### config.mk
export PLATFORM = sky130hd
export DESIGN_NAME = matrix_multiply_engine
export DESIGN_NICKNAME = d
export VERILOG_FILES = /design/src/mme_pkg.sv /design/src/mme_store.sv /design/src/mme_mac.sv /design/src/matrix_multiply_engine.sv
export SDC_FILE = /design/constraint.sdc
export NUM_CORES = 2
export LEC_CHECK = 0
export BUFFER_PORTS_ARGS = -buffer_cell sky130_fd_sc_hd__buf_2
export CAP_MARGIN = 20
export CORE_ASPECT_RATIO = 1.25
export CORE_UTILIZATION = 57
export DETAILED_ROUTE_END_ITERATION = 10
export PLACE_DENSITY = 0.77
export SLEW_MARGIN = 10
export SYNTH_ARGS = -nofsm -noshare
export SYNTH_HDL_FRONTEND = slang
export SYNTH_SLANG_ARGS = --single-unit
### constraint.sdc
create_clock -name i_clk -period 5.7 [get_ports i_clk]
set_input_delay 0.855 -clock i_clk [delete_from_list [all_inputs] [get_ports i_clk]]
set_output_delay 0.855 -clock i_clk [all_outputs]
set_load 0.1 [all_outputs]
### src/mme_pkg.sv
`default_nettype none

package mme_pkg;

    // Array geometry and element format
    localparam int MAX_DIM    = 4;
    localparam int ELEM_WIDTH = 16;
    localparam int IDX_W      = 2;
    localparam int CELL_W     = 2 * IDX_W;
    localparam int CELLS      = MAX_DIM * MAX_DIM;
    localparam int MUL_W      = 2 * ELEM_WIDTH;
    localparam int PROD_W     = 40;
    localparam int DIM_REG_W  = 3;
    localparam int CFG_IDX_W  = 2;

    // Stream widths
    localparam int OP_W         = 2;
    localparam int IN_FIELDS_W  = 2 * IDX_W + ELEM_WIDTH;
    localparam int IN_TDATA_W   = ((IN_FIELDS_W + 7) / 8) * 8;
    localparam int OUT_FIELDS_W = 2 * IDX_W + PROD_W;
    localparam int OUT_TDATA_W  = ((OUT_FIELDS_W + 7) / 8) * 8;

    // Operation codes
    localparam logic [OP_W-1:0] OP_LOAD_A = 2'd0;
    localparam logic [OP_W-1:0] OP_LOAD_B = 2'd1;
    localparam logic [OP_W-1:0] OP_MULT   = 2'd2;

    // Error codes
    localparam logic ERR_NONE     = 1'b0;
    localparam logic ERR_MISMATCH = 1'b1;

    // Configuration register indexes
    localparam logic [CFG_IDX_W-1:0] CFG_A_ROWS = 2'd0;
    localparam logic [CFG_IDX_W-1:0] CFG_A_COLS = 2'd1;
    localparam logic [CFG_IDX_W-1:0] CFG_B_ROWS = 2'd2;
    localparam logic [CFG_IDX_W-1:0] CFG_B_COLS = 2'd3;

    localparam logic [DIM_REG_W-1:0] DIM_RESET = 3'd4;

    // Store write request, one load at a time
    typedef struct packed {
        logic                  a_en;
        logic                  b_en;
        logic [CELL_W-1:0]     addr;
        logic [ELEM_WIDTH-1:0] data;
    } t_wr_req;

    // Store read request, one entry of each store
    typedef struct packed {
        logic              en;
        logic [CELL_W-1:0] addr_a;
        logic [CELL_W-1:0] addr_b;
    } t_rd_req;

    // Control that travels beside each read through the pipeline
    typedef struct packed {
        logic             vld;
        logic             first;
        logic             lastk;
        logic             lastel;
        logic [IDX_W-1:0] row;
        logic [IDX_W-1:0] col;
    } t_tag;

    // One result item
    typedef struct packed {
        logic              err;
        logic              last;
        logic [PROD_W-1:0] value;
        logic [IDX_W-1:0]  col;
        logic [IDX_W-1:0]  row;
    } t_result;

    // Highest index in use for a dimension register: the register is
    // saturated into 1..MAX_DIM first, so zero behaves as one.
    function automatic logic [IDX_W-1:0] dim_last(input logic [DIM_REG_W-1:0] reg_val);
        logic [DIM_REG_W-1:0] sat;
        begin
            if (reg_val == '0) begin
                sat = DIM_REG_W'(1);
            end else if (reg_val > DIM_REG_W'(MAX_DIM)) begin
                sat = DIM_REG_W'(MAX_DIM);
            end else begin
                sat = reg_val;
            end
            dim_last = IDX_W'(sat - DIM_REG_W'(1));
        end
    endfunction

endpackage

`default_nettype wire

### src/mme_store.sv
`default_nettype none

// Element stores for A and B: one write port shared by the loads and one
// registered read port on each store, with data held while reads are off.
module mme_store (
    input  wire logic                          i_clk,
    input  wire mme_pkg::t_wr_req              i_wr,
    input  wire mme_pkg::t_rd_req              i_rd,
    output logic [mme_pkg::ELEM_WIDTH-1:0]     o_a,
    output logic [mme_pkg::ELEM_WIDTH-1:0]     o_b
);

    logic [mme_pkg::ELEM_WIDTH-1:0] r_a_mem [mme_pkg::CELLS];
    logic [mme_pkg::ELEM_WIDTH-1:0] r_b_mem [mme_pkg::CELLS];
    logic [mme_pkg::ELEM_WIDTH-1:0] r_a_data;
    logic [mme_pkg::ELEM_WIDTH-1:0] r_b_data;

    // Write port
    always_ff @(posedge i_clk) begin
        if (i_wr.a_en) begin
            r_a_mem[i_wr.addr] <= i_wr.data;
        end
        if (i_wr.b_en) begin
            r_b_mem[i_wr.addr] <= i_wr.data;
        end
    end

    // Registered read ports
    always_ff @(posedge i_clk) begin
        if (i_rd.en) begin
            r_a_data <= r_a_mem[i_rd.addr_a];
            r_b_data <= r_b_mem[i_rd.addr_b];
        end
    end

    assign o_a = r_a_data;
    assign o_b = r_b_data;

endmodule

`default_nettype wire

### src/mme_mac.sv
`default_nettype none

// Shared multiply-accumulate unit: a registered product stage followed by
// the accumulator. The whole unit holds when i_adv is low.
module mme_mac (
    input  wire logic                          i_clk,
    input  wire logic                          i_rst_n,
    input  wire logic                          i_adv,
    input  wire mme_pkg::t_tag                 i_tag,
    input  wire logic [mme_pkg::ELEM_WIDTH-1:0] i_a,
    input  wire logic [mme_pkg::ELEM_WIDTH-1:0] i_b,
    output logic                               o_busy,
    output logic                               o_res_vld,
    output mme_pkg::t_result                   o_res
);

    mme_pkg::t_tag                   r_tag;
    logic signed [mme_pkg::MUL_W-1:0] r_prod;
    logic [mme_pkg::PROD_W-1:0]      r_acc;
    logic [mme_pkg::PROD_W-1:0]      w_prod_ext;
    logic [mme_pkg::PROD_W-1:0]      w_base;
    logic [mme_pkg::PROD_W-1:0]      w_sum;

    // Product stage
    always_ff @(posedge i_clk) begin
        if (i_adv) begin
            r_prod <= $signed(i_a) * $signed(i_b);
        end
    end

    always_ff @(posedge i_clk) begin
        if (!i_rst_n) begin
            r_tag <= '0;
        end else if (i_adv) begin
            r_tag <= i_tag;
        end
    end

    // Accumulate stage: the first term of each element restarts the sum
    assign w_prod_ext = {{(mme_pkg::PROD_W - mme_pkg::MUL_W){r_prod[mme_pkg::MUL_W-1]}}, r_prod};
    assign w_base     = r_tag.first ? '0 : r_acc;
    assign w_sum      = w_base + w_prod_ext;

    always_ff @(posedge i_clk) begin
        if (i_adv && r_tag.vld) begin
            r_acc <= w_sum;
        end
    end

    // A finished element leaves on the same cycle as its last term
    assign o_busy    = r_tag.vld;
    assign o_res_vld = r_tag.vld && r_tag.lastk;

    always_comb begin
        o_res       = '0;
        o_res.row   = r_tag.row;
        o_res.col   = r_tag.col;
        o_res.value = w_sum;
        o_res.last  = r_tag.lastel;
        o_res.err   = mme_pkg::ERR_NONE;
    end

endmodule

`default_nettype wire

### src/matrix_multiply_engine.sv
// A load item gives no result. A multiply issues one multiply-accumulate per
// cycle unless the output stalls, on a single shared unit and store read port:
// rows x cols x inner of them (up to 64), the last result passing the read,
// product and output registers; a dimension mismatch gives its result via ST_ERR.
// Input is taken only between items; stalls on the output freeze the pipeline.
// Reset sets every dimension register to 4 and clears control; stores keep data.
`default_nettype none

module matrix_multiply_engine (
    input  wire logic                               i_clk,
    input  wire logic                               i_rst_n,
    // Configuration write port
    input  wire logic                               i_cfg_we,
    input  wire logic [mme_pkg::CFG_IDX_W-1:0]      i_cfg_addr,
    input  wire logic [mme_pkg::DIM_REG_W-1:0]      i_cfg_data,
    // Input stream
    input  wire logic                               s_axis_tvalid,
    output logic                                    s_axis_tready,
    // tdata: row_index[1:0], col_index[3:2], element_value[19:4], zero pad
    input  wire logic [mme_pkg::IN_TDATA_W-1:0]     s_axis_tdata,
    // tuser: opcode[1:0]
    input  wire logic [mme_pkg::OP_W-1:0]           s_axis_tuser,
    // Output stream
    output logic                                    m_axis_tvalid,
    input  wire logic                               m_axis_tready,
    // tdata: out_row[1:0], out_col[3:2], product_value[43:4], zero pad
    output logic [mme_pkg::OUT_TDATA_W-1:0]         m_axis_tdata,
    output logic                                    m_axis_tlast,
    // tuser: error_code[0]
    output logic                                    m_axis_tuser
);

    typedef enum logic [3:0] {
        ST_IDLE  = 4'b0001,
        ST_RUN   = 4'b0010,
        ST_DRAIN = 4'b0100,
        ST_ERR   = 4'b1000
    } t_state;

    t_state                          r_state, n_state;
    logic [mme_pkg::DIM_REG_W-1:0]   r_a_rows, r_a_cols, r_b_rows, r_b_cols;
    logic [mme_pkg::IDX_W-1:0]       r_i, r_j, r_k, n_i, n_j, n_k;
    mme_pkg::t_tag                   r_s1, w_issue;
    mme_pkg::t_result                r_out, n_out;
    logic                            r_out_valid, n_out_valid;
    mme_pkg::t_wr_req                w_wr;
    mme_pkg::t_rd_req                w_rd;
    mme_pkg::t_result                w_res;
    logic                            w_res_vld;
    logic                            w_s2_busy;
    logic [mme_pkg::ELEM_WIDTH-1:0]  w_a, w_b;
    logic                            w_adv;
    logic                            w_in_xfer;
    logic [mme_pkg::OP_W-1:0]        w_op;
    logic [mme_pkg::IDX_W-1:0]       w_row, w_col;
    logic [mme_pkg::ELEM_WIDTH-1:0]  w_val;
    logic [mme_pkg::IDX_W-1:0]       w_n_last, w_m_last, w_q_last, w_p_last;
    logic                            w_mismatch;
    logic                            w_k_end, w_j_end, w_i_end;

    // Input fields
    assign w_op      = s_axis_tuser;
    assign w_row     = s_axis_tdata[mme_pkg::IDX_W-1:0];
    assign w_col     = s_axis_tdata[2*mme_pkg::IDX_W-1:mme_pkg::IDX_W];
    assign w_val     = s_axis_tdata[mme_pkg::IN_FIELDS_W-1:2*mme_pkg::IDX_W];
    assign w_in_xfer = s_axis_tvalid && s_axis_tready;

    // The pipeline advances whenever the output register can take a result
    assign w_adv = !r_out_valid || m_axis_tready;

    // Configuration registers
    always_ff @(posedge i_clk) begin
        if (!i_rst_n) begin
            r_a_rows <= mme_pkg::DIM_RESET;
            r_a_cols <= mme_pkg::DIM_RESET;
            r_b_rows <= mme_pkg::DIM_RESET;
            r_b_cols <= mme_pkg::DIM_RESET;
        end else if (i_cfg_we) begin
            case (i_cfg_addr)
                mme_pkg::CFG_A_ROWS: r_a_rows <= i_cfg_data;
                mme_pkg::CFG_A_COLS: r_a_cols <= i_cfg_data;
                mme_pkg::CFG_B_ROWS: r_b_rows <= i_cfg_data;
                mme_pkg::CFG_B_COLS: r_b_cols <= i_cfg_data;
                default: ;
            endcase
        end
    end

    // Saturated dimensions as last indexes
    assign w_n_last   = mme_pkg::dim_last(r_a_rows);
    assign w_m_last   = mme_pkg::dim_last(r_a_cols);
    assign w_q_last   = mme_pkg::dim_last(r_b_rows);
    assign w_p_last   = mme_pkg::dim_last(r_b_cols);
    assign w_mismatch = (w_m_last != w_q_last);

    // Loads are taken only between multiplies, so a read never meets a write
    // to the same entry in flight.
    always_comb begin
        w_wr      = '0;
        w_wr.addr = {w_row, w_col};
        w_wr.data = w_val;
        w_wr.a_en = w_in_xfer && (w_op == mme_pkg::OP_LOAD_A);
        w_wr.b_en = w_in_xfer && (w_op == mme_pkg::OP_LOAD_B);
    end

    // Read addresses: A[i][k] and B[k][j]
    always_comb begin
        w_rd        = '0;
        w_rd.en     = w_adv;
        w_rd.addr_a = {r_i, r_k};
        w_rd.addr_b = {r_k, r_j};
    end

    assign w_k_end = (r_k == w_m_last);
    assign w_j_end = (r_j == w_p_last);
    assign w_i_end = (r_i == w_n_last);

    always_comb begin
        w_issue        = '0;
        w_issue.vld    = (r_state == ST_RUN);
        w_issue.first  = (r_k == '0);
        w_issue.lastk  = w_k_end;
        w_issue.lastel = w_k_end && w_j_end && w_i_end;
        w_issue.row    = r_i;
        w_issue.col    = r_j;
    end

    mme_store u_store (
        .i_clk (i_clk),
        .i_wr  (w_wr),
        .i_rd  (w_rd),
        .o_a   (w_a),
        .o_b   (w_b)
    );

    // Tag that lines up with the registered read data
    always_ff @(posedge i_clk) begin
        if (!i_rst_n) begin
            r_s1 <= '0;
        end else if (w_adv) begin
            r_s1 <= w_issue;
        end
    end

    mme_mac u_mac (
        .i_clk     (i_clk),
        .i_rst_n   (i_rst_n),
        .i_adv     (w_adv),
        .i_tag     (r_s1),
        .i_a       (w_a),
        .i_b       (w_b),
        .o_busy    (w_s2_busy),
        .o_res_vld (w_res_vld),
        .o_res     (w_res)
    );

    // Sequencer: walks i, j, k with k innermost
    always_comb begin
        n_state = r_state;
        n_i     = r_i;
        n_j     = r_j;
        n_k     = r_k;
        case (r_state)
            ST_IDLE: begin
                n_i = '0;
                n_j = '0;
                n_k = '0;
                if (w_in_xfer && (w_op == mme_pkg::OP_MULT)) begin
                    n_state = w_mismatch ? ST_ERR : ST_RUN;
                end
            end
            ST_RUN: begin
                if (w_adv) begin
                    if (!w_k_end) begin
                        n_k = r_k + 1'b1;
                    end else begin
                        n_k = '0;
                        if (!w_j_end) begin
                            n_j = r_j + 1'b1;
                        end else begin
                            n_j = '0;
                            if (!w_i_end) begin
                                n_i = r_i + 1'b1;
                            end else begin
                                n_state = ST_DRAIN;
                            end
                        end
                    end
                end
            end
            ST_DRAIN: begin
                if (!r_s1.vld && !w_s2_busy) begin
                    n_state = ST_IDLE;
                end
            end
            ST_ERR: begin
                if (w_adv) begin
                    n_state = ST_IDLE;
                end
            end
            default: begin
                n_state = ST_IDLE;
            end
        endcase
    end

    always_ff @(posedge i_clk) begin
        if (!i_rst_n) begin
            r_state <= ST_IDLE;
            r_i     <= '0;
            r_j     <= '0;
            r_k     <= '0;
        end else begin
            r_state <= n_state;
            r_i     <= n_i;
            r_j     <= n_j;
            r_k     <= n_k;
        end
    end

    // Output register: a finished element or the mismatch result
    always_comb begin
        n_out       = r_out;
        n_out_valid = r_out_valid;
        if (r_out_valid && m_axis_tready) begin
            n_out_valid = 1'b0;
        end
        if (w_adv && w_res_vld) begin
            n_out       = w_res;
            n_out_valid = 1'b1;
        end else if (w_adv && (r_state == ST_ERR)) begin
            n_out       = '0;
            n_out.last  = 1'b1;
            n_out.err   = mme_pkg::ERR_MISMATCH;
            n_out_valid = 1'b1;
        end
    end

    always_ff @(posedge i_clk) begin
        if (!i_rst_n) begin
            r_out_valid <= 1'b0;
        end else begin
            r_out_valid <= n_out_valid;
        end
    end

    always_ff @(posedge i_clk) begin
        r_out <= n_out;
    end

    // Ports
    assign s_axis_tready = (r_state == ST_IDLE);
    assign m_axis_tvalid = r_out_valid;
    assign m_axis_tdata  = {{(mme_pkg::OUT_TDATA_W - mme_pkg::OUT_FIELDS_W){1'b0}},
                            r_out.value, r_out.col, r_out.row};
    assign m_axis_tlast  = r_out.last;
    assign m_axis_tuser  = r_out.err;

    // The pipeline is empty whenever a new item can be taken
    a_idle_empty: assert property (@(posedge i_clk) disable iff (!i_rst_n)
        (r_state == ST_IDLE) |-> (!r_s1.vld && !w_s2_busy))
        else $error("pipeline not empty while taking input");

    // A mismatch result always closes its multiply
    a_err_last: assert property (@(posedge i_clk) disable iff (!i_rst_n)
        (m_axis_tvalid && (m_axis_tuser == mme_pkg::ERR_MISMATCH)) |-> m_axis_tlast)
        else $error("error result without last");

    // A multiply with mismatched inner dimensions goes to the error state
    a_mismatch: assert property (@(posedge i_clk) disable iff (!i_rst_n)
        (w_in_xfer && (w_op == mme_pkg::OP_MULT) && w_mismatch) |=> (r_state == ST_ERR))
        else $error("mismatch not reported");

    // A finished element never arrives while the output register is blocked
    a_no_overwrite: assert property (@(posedge i_clk) disable iff (!i_rst_n)
        (r_out_valid && !m_axis_tready) |=> $stable(r_out))
        else $error("output register overwritten while stalled");

endmodule

`default_nettype wire

* Word level (Yosys, flattened, before mapping)
Memory sizes are Yosys's and may differ from the RTL's. A register that Yosys moved wholly into a read port is not among the register bits.
Cells that the tools add are included.
** Word-level totals
- Register bits :: 157
- RAM bits :: 512
- Output and inout bits :: 52
- Word-level logic and storage cells :: 137
- Memories kept :: 2
** Operators by class
- Add/subtract/negate cells :: 8
- Multiply operators :: 1
- Magnitude comparators :: 4
- Eq/ne operators :: 21
- Mux-type cells :: 39
- Reductions and logical operators :: 34
** Memory list
- u_store.r_a_mem :: depth 16, bits a word 16, rd ports 1, clocked after Yosys merged registers in 1, write ports 1, RTL line mme_store.sv:13 : logic [mme_pkg::ELEM_WIDTH-1:0] r_a_mem [mme_pkg::CELLS];
- u_store.r_b_mem :: depth 16, bits a word 16, rd ports 1, clocked after Yosys merged registers in 1, write ports 1, RTL line mme_store.sv:14 : logic [mme_pkg::ELEM_WIDTH-1:0] r_b_mem [mme_pkg::CELLS];
** Operators by type and width (number)
- 45-bit two-way mux :: 2
- 40-bit adder :: 1
- 40-bit two-way mux :: 1
- 2-bit two-way mux :: 17
- 16-bit by 16-bit multiplier with 32-bit output :: 1
- 4-bit two-way mux :: 8
- 4-bit one-hot mux with 4 select lines :: 1
- 3-bit greater-than comparator (second input constant) :: 4
- 1-bit logical AND :: 12
- 3-bit zero test :: 4
- 2-bit by 1-bit inequality test with 1-bit output (second input constant) :: 6
- 2-bit one-hot mux with 2 select lines :: 3
- 2-bit AND reduction :: 5
- 2-bit by 1-bit subtractor with 2-bit output (second input constant) :: 4
- 1-bit two-way mux :: 7
- 7-bit AND reduction :: 1
- 2-bit by 1-bit adder with 2-bit output (second input constant) :: 3
- 2-bit equality test :: 3
- 2-bit equality test (second input constant) :: 3
- 2-bit zero test :: 3
- 5-bit AND reduction :: 1
- 2-bit by 1-bit equality test with 1-bit output (second input constant) :: 2
- 4-bit by 1-bit equality test with 1-bit output (second input constant) :: 1
- 4-bit by 2-bit equality test with 1-bit output (second input constant) :: 1
- 9 further kinds :: 13

* Logic depth before layout (Yosys ltp)
- Depth after elaboration :: 10
- Gate-level depth with buffers :: 25
- Mapped depth without buffers :: 23

* By module
Synthesis repeated with hierarchy kept, for this count alone.
** Second synthesis, totals
- Cell total of the unflattened synthesis :: 2702
- Area, all modules :: 38410.6 µm²
** By module, submodules not included
- mme_store :: times used 1, cells each 865, area each 20392.1 µm², seq. area each 16335.7 µm²
- mme_mac :: times used 1, cells each 1541, area each 14719.1 µm², seq. area each 2322.2 µm²
- matrix_multiply_engine :: times used 1, cells each 296, area each 3299.4 µm², seq. area each 2001.9 µm²

* Worst setup path before layout
No wires, ideal clock.
- Kind :: reg-to-reg
- Start :: register u_store.r_a_data (netlist bit u_store.o_a[15]) (read register of u_store.r_a_mem)
- End :: register u_mac.r_prod[29] in the netlist's numbering, data pin
- Data arrival time :: 6.130 ns
- Setup slack :: -0.580 ns
- Stages on the path, launching flop included :: 21
- Period minus slack after synthesis :: 6.280 ns
- Cell sequence :: edfxtp_1 clkbuf_1 and2_1 fa_1 fa_1 fa_1 fa_1 fa_1 inv_1 fa_1 inv_1 ha_1 clkbuf_1 nand3_1 nor3_1 nand2_1 nor2_1 or4_4 o311a_4 or4_4 o211ai_2
** Between the ends
- Cells in the longest elaborated chain, start to end :: 1
** Ends and longest elaborated chain
- start: declaration :: RTL line mme_store.sv:15 : logic [mme_pkg::ELEM_WIDTH-1:0] r_a_data;
- 16-bit by 16-bit multiplier with 32-bit output :: RTL line mme_mac.sv:27 : r_prod <= $signed(i_a) * $signed(i_b);
- end signal: assignment :: RTL line mme_mac.sv:27
- end: declaration :: RTL line mme_mac.sv:18 : logic signed [mme_pkg::MUL_W-1:0] r_prod;
Every way passes these cells.
A chain may end at the register's enable or synchronous reset.

* Final worst setup path
- Start :: register u_store.r_a_data (netlist bit u_store.o_a[5]) (read register of u_store.r_a_mem)
- End :: register u_mac.r_prod[29] in the netlist's numbering, data pin
The elaborated chain is that of the path after synthesis.

==> impl_summary.log <==
INFO  metric run_status = finished with violations
INFO  metric violations = negative setup slack
INFO  metric post_synth_inst_count = 2624
INFO  metric grt_first_pass_wirelength = 137 mm
INFO  metric antenna-diode-count = 0
INFO  metric first_pass_iters = 7
INFO  metric timing.critical_path.arrival = 6720 ps
INFO  metric ff2ff_path_depth = 18
INFO  metric clkTransAtPathRegs = 60 ps
INFO  metric postLayoutSetupSlackWorst = -526 ps
INFO  metric vias_in_the_first_global_route = 24605
INFO  metric crit_path_end_kind = flop
INFO  metric placementRows = 105
INFO  metric synth.avg_cell_area = 14.6 um^2
INFO  metric cts-buffers-inserted = 67
INFO  metric placement.io_buffers = 79
INFO  metric max_freq = 0.161 GHz
INFO  metric initial_utilization = 58.0%
INFO  metric count_of_flip_flops_with_a_built_in_enable_after_synthesis = 661
INFO  metric mappedNetlistArea = 0.0382 mm^2
INFO  metric dominant_cell_by_count_in_the_synthesized_netlist = sky130_fd_sc_hd__edfxtp_1
INFO  metric overflow = 0
INFO  metric placed_cells = 3648
INFO  metric clock_skew = 42.9 ps
INFO  metric nNetsFinal = 3322
INFO  metric hpwl = 57.4 mm
INFO  metric num_io_pins = 88
INFO  metric clock_tree_root_buffer_cell = sky130_fd_sc_hd__clkbuf_16
INFO  metric average_routed_wire_per_standard_cell = 23.3 um
INFO  metric drv.max_cap_violation_count = 0
INFO  metric timing_max_transition_violations_final = 0
INFO  metric via_per_instance_ratio = 5.91
INFO  metric gpl.final_weighted_congestion = 0.929
INFO  metric worst_setup_path_start_kind = flop
INFO  metric floorplan.core_area = 0.0660 mm^2
INFO  metric clock_tree_from_tritoncts = done
INFO  metric slew_headroom = 32.7%
INFO  metric htreeDepth = 3
INFO  metric worstSkewPairLatency = 650 ps
INFO  metric drt.antenna.violating_nets = 0
INFO  metric antenna_found_initial = 3
INFO  metric timing.setup.critical_path_class = reg2reg
INFO  metric yosys_warnings = 0
INFO  metric report.final.hold_viol_count = 0
INFO  metric detail_route.iter0.violations = 1834
INFO  metric detail_route.drc_violations = 0
INFO  metric floorplan.die_area = 0.0681 mm^2
INFO  metric seq_area_frac_synth = 54.0%
INFO  metric tightest_slew = 984 ps
INFO  metric drt-total-wl = 88.6 mm
INFO  metric instances_no_fill = 3806
INFO  metric groute.usage.overall = 27.0%
INFO  metric rsz_0062_raised_after_global_routing = true
INFO  metric timing.hold.worst_path_depth = 2
INFO  metric required = 6200 ps
INFO  metric final.min_clock_period = 6230 ps
INFO  metric synth_seq_cells = 701
INFO  metric number_of_clock_sinks = 701
INFO  metric routed-via-count = 22477
INFO  metric post_synth_main_area_contributors = sky130_fd_sc_hd__edfxtp_1, sky130_fd_sc_hd__fa_1, sky130_fd_sc_hd__mux4_2, sky130_fd_sc_hd__ha_1, sky130_fd_sc_hd__inv_1
INFO  metric grt_start_max_net_pins = 51
INFO  metric syn_to_final_growth = 15.1%
INFO  metric chipWidth = 234 um
INFO  metric async_reset_ff_share = 0%
INFO  metric fp.dieH = 292 um
INFO  metric cts-hold-fix-buffers = 0
INFO  metric period_share = 109%
INFO  metric setup_viol = 11
INFO  metric synth_cell_types = 72
INFO  metric synth_ff_type = sky130_fd_sc_hd__edfxtp_1
INFO  metric hp-class = reg2reg
INFO  metric synth_common_cells = sky130_fd_sc_hd__edfxtp_1, sky130_fd_sc_hd__inv_1, sky130_fd_sc_hd__fa_1
INFO  metric post_route_cells_drive_above_1_share = 22.9%
INFO  metric number_of_buffers_on_the_longest_clock_path = 3
INFO  metric finalSetupTns = -3550 ps
INFO  metric cell_type_contributing_the_most_total_cell_area_after_synthesis = sky130_fd_sc_hd__edfxtp_1
INFO  metric cp_max_fo = 8
INFO  metric post-synth-top-area-fraction = 51.9%
[cells in the final DEF (no fill, tap or decap), drive strengths merged, types with 11 or more instances in the layout]
cell type and instances:
o21bai 16, mux4 160, and2 155, nand2 213, nand2b 18, buf 310, ha 122, a21oi 62
clkinv 29, a21o 25, fa 263, nor2 95, edfxtp 661, nor2b 57, a211oi 11, clkbuf 77
xor2 14, o21ai 35, xnor2 49, and3 13, mux2i 17, nand3 20, nor3 18, inv 320
dfxtp 40, a21boi 23
[critical path, cell delays in order (launching register included)]
cell                       delay [ps]
sky130_fd_sc_hd__edfxtp_1         500
sky130_fd_sc_hd__buf_6            200
sky130_fd_sc_hd__and2_4           160
sky130_fd_sc_hd__fa_1             490
sky130_fd_sc_hd__inv_2             40
sky130_fd_sc_hd__fa_1             430
sky130_fd_sc_hd__fa_1             560
sky130_fd_sc_hd__inv_1             50
sky130_fd_sc_hd__fa_1             460
sky130_fd_sc_hd__fa_1             530
sky130_fd_sc_hd__fa_1             450
sky130_fd_sc_hd__ha_4             260
sky130_fd_sc_hd__a21o_1           190
sky130_fd_sc_hd__a41oi_2          260
sky130_fd_sc_hd__nor2_2            80
sky130_fd_sc_hd__or4_4            560
sky130_fd_sc_hd__o311a_4          350
sky130_fd_sc_hd__or4_4            420
sky130_fd_sc_hd__o211ai_2          90
[per-stage QoR]
step           area, um^2  hold WS, ps  util, %  worst slack [ps]
3_5_place_dp        40900          458     62.0              -601
2_1_floorplan       38400          436        -              -348
5_1_grt             44000          484     66.7              -651
3_3_place_gp        40900          446     62.0              -567
6_report            44000          464     66.7              -526
4_1_cts             43800          460     66.4              -425
[path summary, 6_finish.rpt]
path	startpoint	end	slack, ps
worst max-delay path	u_store.o_a[5]	u_mac.r_prod[29]	-530
worst min register to register	u_mac.o_res[0]	u_mac.o_res[0]	460
worst min-delay path	u_mac.o_res[0]	u_mac.o_res[0]	460
worst max register to register	u_store.o_a[5]	u_mac.r_prod[29]	-530
[timing repair]
action	in CTS	in global routing
gates resized for setup	66	44
endpoints found under the setup margin	14	16
gates cloned	0	0
buffers inserted	35	19
pin swaps	47	39
[registers in the layout, summed over array words and instances (netlist names), 3 cells and up]
name / flops
u_store.r_a_mem: 256
r_state: 4
u_mac.o_res: 5
u_mac.r_acc: 40
u_mac.r_prod: 32
u_store.o_b: 16
r_a_cols: 3
r_s1: 8
m_axis_tdata: 44
r_b_cols: 3
r_a_rows: 3
r_b_rows: 3
u_store.r_b_mem: 256
u_store.o_a: 16
[cell families after synthesis]
family	Yosys count	synth area share, %
buf+inv	423	4.20
compound gates	237	4.20
other cells	1	0.00981
simple gates	637	8.48
flops	701	54.0
xor+xnor	63	1.44
fa+ha+maj	385	17.8
mux	177	9.87
[layer usage]
metal | part of all wire (%) | vias up | wire, um | global-route usage (%)
met5 | 0.050 | - | 44 | 0
met4 | 3.5 | 6 | 3080 | 11.0
met3 | 5.8 | 241 | 5110 | 3.80
met2 | 54 | 957 | 48100 | 49.2
met1 | 36 | 11451 | 32300 | 31.6
li1 | - | 9822 | - | -
[area by class of cell]
type                    instances  area, um^2
clock buffers                  77        1750
flip-flops and latches        701       20700
repair buffers                310        2290
clock inverters                41         604
fillers                      4403       22000
well taps                     856        1070
inverters                     318        1190
multi-input cells            1503       16400
Power is left out: the tool's default activity adds up to more than one toggle a clock period on the data nets, which glitch-free logic cannot reach.
